$ cat src/crc32br_pkg.sv
// Shared constants and types for the byte-wise reflected CRC-32 block.
`default_nettype none

package crc32br_pkg;

   // Reflected CRC-32 polynomial and the all-ones preset and final mask.
   localparam logic [31:0] CRC_POLY     = 32'hEDB8_8320;
   localparam logic [31:0] CRC_ALL_ONES = 32'hFFFF_FFFF;

   // One message byte with its framing marks, as held in the input register.
   typedef struct packed {
      logic [7:0] data_byte;
      logic       first_byte;
      logic       last_byte;
   } req_word_type;

endpackage : crc32br_pkg

`default_nettype wire

$ cat src/crc32_bytewise_reversed.sv
// Top level of the byte-wise reflected CRC-32 with bit-reversed checksum output.
// A byte is registered in the input register on acceptance and folded from there;
// a last byte's checksum word then goes through the result register to rsp_valid.
// Throughput: one byte per cycle unless stalled, set by the combinational update
// into the CRC register; a last byte meeting a stalled result word stalls the input.
// Reset: synchronous, active high; the CRC register returns to all ones, the
// final inversion is set, and both the input and result registers are emptied.
`default_nettype none

module crc32_bytewise_reversed (
   input  wire logic        clock,
   input  wire logic        reset,
   input  wire logic        csr_write_enable,
   input  wire logic        csr_write_data,
   input  wire logic        req_valid,
   output logic             req_stall,
   input  wire logic [7:0]  req_data_byte,
   input  wire logic        req_first_byte,
   input  wire logic        req_last_byte,
   output logic             rsp_valid,
   input  wire logic        rsp_stall,
   output logic [31:0]      rsp_checksum
);
   import crc32br_pkg::*;

   logic         final_invert_ff;
   logic         s1_valid_ff;
   logic         s1_valid_in;
   req_word_type s1_word_ff;
   logic [31:0]  crc_ff;
   logic [31:0]  crc_in;
   logic         out_valid_ff;
   logic         out_valid_in;
   logic [31:0]  out_checksum_ff;
   logic [31:0]  out_checksum_in;
   logic [31:0]  crc_next;
   logic [31:0]  checksum_next;
   logic         req_fire;
   logic         rsp_fire;
   logic         s1_fire;
   logic         s1_emit;

   // Configuration register.
   always_ff @(posedge clock) begin
      if (reset) begin
         final_invert_ff <= 1'b1;
      end else if (csr_write_enable) begin
         final_invert_ff <= csr_write_data;
      end
   end

   // Byte update logic between the input register and the CRC/result registers.
   crc32br_byte_update u_byte_update (
      .word_i         (s1_word_ff),
      .crc_i          (crc_ff),
      .final_invert_i (final_invert_ff),
      .crc_next_o     (crc_next),
      .checksum_o     (checksum_next)
   );

   // The held byte moves on unless it is a last byte and the result slot stays full.
   assign rsp_fire  = out_valid_ff && !rsp_stall;
   assign s1_fire   = s1_valid_ff && (!s1_word_ff.last_byte || !out_valid_ff || !rsp_stall);
   assign s1_emit   = s1_fire && s1_word_ff.last_byte;
   assign req_stall = s1_valid_ff && !s1_fire;
   assign req_fire  = req_valid && !req_stall;

   // Next values of the pipeline control and the CRC register.
   always_comb begin
      s1_valid_in     = s1_valid_ff;
      crc_in          = crc_ff;
      out_valid_in    = out_valid_ff;
      out_checksum_in = out_checksum_ff;
      if (s1_fire) begin
         s1_valid_in = 1'b0;
         crc_in      = crc_next;
      end
      if (req_fire) begin
         s1_valid_in = 1'b1;
      end
      if (rsp_fire) begin
         out_valid_in = 1'b0;
      end
      if (s1_emit) begin
         out_valid_in    = 1'b1;
         out_checksum_in = checksum_next;
      end
   end

   // Control registers.
   always_ff @(posedge clock) begin
      if (reset) begin
         s1_valid_ff  <= 1'b0;
         crc_ff       <= CRC_ALL_ONES;
         out_valid_ff <= 1'b0;
      end else begin
         s1_valid_ff  <= s1_valid_in;
         crc_ff       <= crc_in;
         out_valid_ff <= out_valid_in;
      end
   end

   // Payload registers.
   always_ff @(posedge clock) begin
      if (req_fire) begin
         s1_word_ff <= '{data_byte: req_data_byte, first_byte: req_first_byte,
                         last_byte: req_last_byte};
      end
      out_checksum_ff <= out_checksum_in;
   end

   assign rsp_valid    = out_valid_ff;
   assign rsp_checksum = out_checksum_ff;

   // The input side is held back only by a last byte waiting on a full result slot.
   a_stall_cause : assert property (@(posedge clock) disable iff (reset)
      req_stall |-> (s1_valid_ff && s1_word_ff.last_byte && out_valid_ff && rsp_stall))
      else $error("input stalled without a blocked last byte");

   // A folded last byte always shows up as a result word in the next cycle.
   a_emit_result : assert property (@(posedge clock) disable iff (reset)
      s1_emit |=> (rsp_valid && rsp_checksum == $past(checksum_next)))
      else $error("last byte did not produce its checksum word");

   // A byte that is not last leaves the result register untouched.
   a_no_spurious : assert property (@(posedge clock) disable iff (reset)
      (!rsp_valid && !s1_emit) |=> !rsp_valid)
      else $error("result word appeared without a last byte");

   // Reset restarts the CRC from all ones with both stages empty.
   a_reset_state : assert property (@(posedge clock)
      reset |=> (crc_ff == CRC_ALL_ONES && !s1_valid_ff && !rsp_valid))
      else $error("state not cleared by reset");

endmodule : crc32_bytewise_reversed

`default_nettype wire

$ cat src/crc32br_byte_update.sv
// Combinational byte update of the CRC register and the checksum output mapping.
`default_nettype none

module crc32br_byte_update (
   input  wire crc32br_pkg::req_word_type word_i,
   input  wire logic [31:0]               crc_i,
   input  wire logic                      final_invert_i,
   output logic [31:0]                    crc_next_o,
   output logic [31:0]                    checksum_o
);
   import crc32br_pkg::*;

   logic [31:0] start;
   logic [31:0] stage;
   logic [31:0] reversed;

   // A first byte restarts the register from all ones.
   assign start = word_i.first_byte ? CRC_ALL_ONES : crc_i;

   // Fold the byte in LSB first: one shift and conditional XOR per bit.
   always_comb begin
      stage = start ^ {24'd0, word_i.data_byte};
      for (int k = 0; k < 8; k++) begin
         if (stage[0]) begin
            stage = (stage >> 1) ^ CRC_POLY;
         end else begin
            stage = stage >> 1;
         end
      end
   end

   assign crc_next_o = stage;

   // The checksum is the updated register with its bit order reversed, inverted when final inversion is set.
   always_comb begin
      for (int k = 0; k < 32; k++) begin
         reversed[k] = stage[31 - k];
      end
   end

   assign checksum_o = final_invert_i ? (reversed ^ CRC_ALL_ONES) : reversed;

endmodule : crc32br_byte_update

`default_nettype wire
$ cat config.mk
export PLATFORM = sky130hd
export DESIGN_NAME = crc32_bytewise_reversed
export DESIGN_NICKNAME = d
export VERILOG_FILES = /design/src/crc32br_pkg.sv /design/src/crc32_bytewise_reversed.sv /design/src/crc32br_byte_update.sv
export SDC_FILE = /design/constraint.sdc
export NUM_CORES = 1
export LEC_CHECK = 0
export ABC_AREA = 1
export BUFFER_PORTS_ARGS = -buffer_cell sky130_fd_sc_hd__buf_2
export CORE_MARGIN = 4
export CORE_UTILIZATION = 45
export CTS_CLUSTER_DIAMETER = 30
export CTS_CLUSTER_SIZE = 12
export DETAILED_ROUTE_END_ITERATION = 12
export GPL_ROUTABILITY_DRIVEN = 0
export PLACE_DENSITY = 0.67
export SYNTH_ARGS = -nofsm -noshare
export SYNTH_HDL_FRONTEND = slang
export SYNTH_SLANG_ARGS = --single-unit
$ cat constraint.sdc
create_clock -name clock -period 2.2 [get_ports clock]
set_input_delay 0 -clock clock [delete_from_list [all_inputs] [get_ports clock]]
set_output_delay 0 -clock clock [all_outputs]
set_load 0.05 [all_outputs]
# Word level (Yosys, flattened, before mapping)
# Index checks and enable logic that the tools add are counted.
# W data, S select, Z words.
dict set report word_totals {
  regBits 77
  latch_bits 0
  rom_bits 0
  mem_count 0
  elab_cells 46
  mem_bits_rw 0
  inputBits 16
  out_inout_bits 34
}
dict set report classes {
  n_eq_ne 0
  n_reduce_logical 14
  order_cmp 0
  n_div 0
  mux 14
  bitwise 10
  n_addsub 0
  n_mul 0
  shift 0
}
# op n
set op_table {}
lappend op_table {{$mux W32} 10}
lappend op_table {{$not A13 Y14} 8}
lappend op_table {{$not A32 Y32} 1}
lappend op_table {{$xor A32 B8 Y32} 1}
lappend op_table {{$logic_and A1 B1 Y1} 5}
lappend op_table {{$logic_not A1 Y1} 5}
lappend op_table {{$mux W1} 4}
lappend op_table {{$reduce_bool A2 Y1} 2}
lappend op_table {{$logic_or A1 B1 Y1} 2}

# Logic depth before layout (Yosys ltp)
dict set report logic_depth {
  word_depth 20
  mapped_depth 14
  mapped_depth_nobuf 13
}

# By module
# A second synthesis with hierarchy kept.
dict set report unflattened {
  hier_cells 501
  area_unflattened_um2 4312.9
}
# module cells_each area_each_um2 seq_area_each_um2 n_inst
set by_module_without_submodules {}
lappend by_module_without_submodules {crc32_bytewise_reversed 203 2567.5 1961.9 1}
lappend by_module_without_submodules {crc32br_byte_update 298 1745.4 0.0 1}

# Worst setup path after synthesis
# Ideal clock, no wire load.
dict set report synth_timing {
  path_kind {register to register}
  startpoint {register out_valid_ff, in the netlist rsp_valid}
  endpoint {register s1_word_ff[0] in the netlist's numbering, enable pin}
  synth_period_minus_slack_ns 2.226
  path_stages_with_launch 4
  path_slack_ns -0.026
  t_arrival_ns 1.883
  n_path_buf 0
  path_cell_list {dfxtp_1 -> nand3_1 -> nor2_1 -> nor2_1}
}
dict set report synth_between {
  elab_chain_len 8
}
# item line_no
set synth_lines {}
lappend synth_lines {{start: declaration} crc32_bytewise_reversed.sv:32} ;# logic out_valid_ff;
lappend synth_lines {{start signal: assignment} crc32_bytewise_reversed.sv:99} ;# out_valid_ff <= out_valid_in;
lappend synth_lines {{$logic_not A1 Y1} crc32_bytewise_reversed.sv:63} ;# assign s1_fire = s1_valid_ff && (!s1_word_ff.last_byte || !out_valid_ff || !rsp_stall);
lappend synth_lines {{$logic_or A1 B1 Y1 (2 in a row)} crc32_bytewise_reversed.sv:63}
lappend synth_lines {{$logic_and A1 B1 Y1} crc32_bytewise_reversed.sv:63}
lappend synth_lines {{$logic_not A1 Y1} crc32_bytewise_reversed.sv:65} ;# assign req_stall = s1_valid_ff && !s1_fire;
lappend synth_lines {{$logic_and A1 B1 Y1} crc32_bytewise_reversed.sv:65}
lappend synth_lines {{net req_stall} crc32_bytewise_reversed.sv:16} ;# output logic req_stall,
lappend synth_lines {{$logic_not A1 Y1} crc32_bytewise_reversed.sv:66} ;# assign req_fire = req_valid && !req_stall;
lappend synth_lines {{$logic_and A1 B1 Y1} crc32_bytewise_reversed.sv:66}
lappend synth_lines {{net req_fire} crc32_bytewise_reversed.sv:38} ;# logic req_fire;
lappend synth_lines {{end signal: assignment} crc32_bytewise_reversed.sv:106} ;# s1_word_ff <= '{data_byte: req_data_byte, first_byte: req_first_byte,
lappend synth_lines {{end: declaration} crc32_bytewise_reversed.sv:29} ;# req_word_type s1_word_ff;
# The timed path passes the listed nets, and every way through them passes these cells.
# A chain may end at the register's enable or synchronous reset.

# Final worst setup path
dict set report layout_timing {
  startpoint {register s1_word_ff[1] in the netlist's numbering}
  endpoint {register out_checksum_ff[15], in the netlist rsp_checksum[15], data pin}
}
dict set report layout_between {
  elab_chain_len 16
}
# item line_no
set layout_lines {}
lappend layout_lines {{$mux W32 (*)} crc32br_byte_update.sv:18} ;# assign start = word_i.first_byte ? CRC_ALL_ONES : crc_i;
lappend layout_lines {{$xor A32 B8 Y32 (*)} crc32br_byte_update.sv:22} ;# stage = start ^ {24'd0, word_i.data_byte};
lappend layout_lines {{$not A13 Y14 (no source line)} n/a}
lappend layout_lines {{$mux W32 (*) (2 in a row)} crc32br_byte_update.sv:24} ;# if (stage[0]) begin
lappend layout_lines {{$not A13 Y14 (no source line)} n/a}
lappend layout_lines {{$mux W32 (*)} crc32br_byte_update.sv:24}
lappend layout_lines {{$not A13 Y14 (no source line)} n/a}
lappend layout_lines {{$mux W32 (*)} crc32br_byte_update.sv:24}
lappend layout_lines {{$not A13 Y14 (no source line)} n/a}
lappend layout_lines {{$mux W32 (*) (4 in a row)} crc32br_byte_update.sv:24}
lappend layout_lines {{$not A32 Y32 (no source line)} n/a}
lappend layout_lines {{$mux W32 (*)} crc32br_byte_update.sv:41} ;# assign checksum_o = final_invert_i ? (reversed ^ CRC_ALL_ONES) : reversed;
lappend layout_lines {{net checksum_next[15]} crc32_bytewise_reversed.sv:37} ;# logic [31:0] checksum_next;
lappend layout_lines {{end signal: assignment} crc32_bytewise_reversed.sv:109} ;# out_checksum_ff <= out_checksum_in;
lappend layout_lines {{end: declaration} crc32_bytewise_reversed.sv:34} ;# logic [31:0] out_checksum_ff;
# Mark *: on every way through the listed nets, which the timed path passes. The rest lies on a longest branch.

==> reports/results.txt <==
status: completed
ranking of synthesized cells by area: edfxtp_1 29%, dfxtp_1 16%, nand2_1 16%, xor2_1 8.3%, nand3_1 4.2%
number of H-tree levels: 3
die span in x: 106 um
IO Port Bufs: 49
crit path cell chain: buf_4 -> nor2_4 -> xnor2_4 -> nand2_1 -> nand2_2 -> xor2_2 -> nand2_1 -> nand3_1 -> nand2_1
antenna viol nets, final: 0
hold crit path type: primary input to register
final core utilization: 0.561
final setup skew: 0.0138 ns
number of global-route vias before repair: 3545
most frequent CP cell: nand2_1
Clock Tree Buf Depth: 2
Post-synth EDFFs: 42
critical path class: register to register
synthesized flop and latch total: 77
first-pass detailed-route iteration total: 5
Hold Crit Depth: 4
syn avg cell area: 8.31 um2
Reg2Reg Depth: 9
Mapped Area: 4310 um2
fmax: 0.472 GHz
CTS sink cnt: 77
via count of the routed design: 3591
top cell type's share of synthesized area: 0.293
final WL: 10300 um
Slew Limit Fails: 0
ant diodes: 0
Period minus WS final: 2.12 ns
# nets final: 612
Final Cycle Share: 0.963
critical path capture point type: register
max cap viols: 0
Post-Syn Nets: 535
CORE AREA: 9280 um2
GRT Overall Usage: 0.191
routed vias/inst: 4.92
clock slew at reported path FFs: 0.08 ns
Inserted Clock Buffers: 9
Crit path arrival time: 2.24 ns
GR Util met1: 0.235
total gr overflow: 0
maximum fanout along the worst path: 8
Final Cell Area: 5210 um2
synth cell count leaders: 179 x nand2_1, 42 x edfxtp_1, 41 x xor2_1
Peak VDD IR: 0.000443 V
DR WL/cell: 14.1 um
CTS tree: built
Final setup viols: 0
Power per Cell Area: 781 nW/um2
Area Growth Syn to Fin: 20.9%
Netlist cell types: 37
Detailed Place HPWL: 7320 um
unrepaired setup endpoints after global routing: yes
# IOs: 50
crit path launch: s1_word_ff[1]$_DFFE_PP_
actual slew at the worst max-slew pin: 0.711 ns
grt met2 use: 0.321
LEAKAGE: 2.35 nW
worst skew pair latency: 0.36 ns
Iter 0 DRT Violations: 165
fraction of layout cells with a size suffix above 1: 0.235
Residual DRC: 0
largest net degree at the start of global routing: 41
Design Power: 0.00407 W
Rel. slew slack: 0.526
DP Area: 4750 um2
GR peak layer: met2
area leader, netlist: edfxtp_1
Worst EP required: 2.32 ns
Seq/Total Area, Yosys: 0.455
top_reg_cell synth: edfxtp_1
Initial Utilization: 0.464
Startpoint Class: register
worst r2r src: s1_word_ff[1]$_DFFE_PP_
synthesized instance count: 519
initial antenna violation count: 0
Crit-path slowest cell: edfxtp_1
most frequent cell after synthesis: nand2_1
hold path startpoint: rsp_stall
Async S/R FF share, synth: 0
max incr delay on CP: 0.46 ns
M3 GR Usage: 0.0306
Fin. Hold Viols: 0
pre-CTS WS: 0.0901 ns
full die area: 11200 um2
root buf cell: clkbuf_8
global-route wire length before repair: 17000 um
Die H: 106 um
Worst Slack Setup Final: 0.0824 ns
Site Rows: 35
Yosys warning total: 0
-- metal layers --
layer | share of wire | up-vias
li1 | - | 1817
met1 | 0.42 | 1641
met2 | 0.49 | 107
met3 | 0.063 | 26
met4 | 0.031 | 0
met5 | 0 | -
-- cell type report --
class | count | area, um2
Timing Repair Buffer | 85 | 548
Fill cell | 882 | 4070
Inverter | 29 | 115
Sequential cell | 77 | 1960
Clock buffer | 12 | 145
Clock inverter | 4 | 72.6
Tap cell | 129 | 161
Multi-Input combinational cell | 394 | 2210
-- cell usage in the layout (no fill, tap or decap), types with 5 or more instances in the layout --
cell type	n
xor2_2	8
dfxtp_1	35
xor2_1	36
nand2_1	178
nand3_1	36
clkbuf_8	10
dlygate4sd3_1	13
a21oi_1	34
nor2_1	32
o21ai_0	14
inv_1	23
xnor2_1	7
edfxtp_1	42
nor2_2	5
buf_4	23
buf_2	49
nand2_2	17
-- power by group --
part	internal, W	switching, W	total [W]
Combinational	0.000396	0.000772	0.00117
Clock	0.000669	0.000510	0.00118
Sequential	0.00166	0.0000558	0.00172
-- worst paths after layout --
check | endpoint | slack (ns)
worst max-delay path | rsp_checksum[15]$_DFFE_PP_ | 0.08
worst min register to register | crc_ff[9]$_SDFFE_PP1P_ | 0.47
worst max register to register | rsp_checksum[15]$_DFFE_PP_ | 0.08
worst min-delay path | rsp_valid$_SDFFE_PP0P_ | 0.05
-- cell families after synthesis --
group	Yosys count	synth area share
AO/OA/AOI/OAI	54	0.0668
XOR/XNOR	57	0.141
AND/OR/NAND/NOR	283	0.287
buffers and inverters	48	0.0499
flip-flops	77	0.455
-- timing repair --
item	in CTS	in global routing
resized for setup	0	10
hold buffers	13	0
endpoints found under the setup margin	0	14
buffers inserted	0	6
endpoints found under the hold margin	12	0
-- through the flow --
step	TNS [ns]	std cells	hold slack, ns
floorplan	0	519	0.0989
global placement	0	695	0.176
detailed placement	0	695	0.178
CTS	0	724	0.0535
global route	-0.0493	730	0.0884
finish	0	730	0.0505
-- worst max-delay path, delay by kind of cell (launching register included) --
kind                   cells  cell delay (ns)
buffers and inverters      1             0.20
flip-flops                 1             0.46
XOR/XNOR                   2             0.44
AND/OR/NAND/NOR            6             0.79
-- flip-flops by register name (all words and copies together), names as in the netlist --
name / flops
s1_valid_ff: 1
rsp_valid: 1
s1_word_ff: 10
crc_ff: 32
final_invert_ff: 1
rsp_checksum: 32
Power figures use the tool's default switching activity.
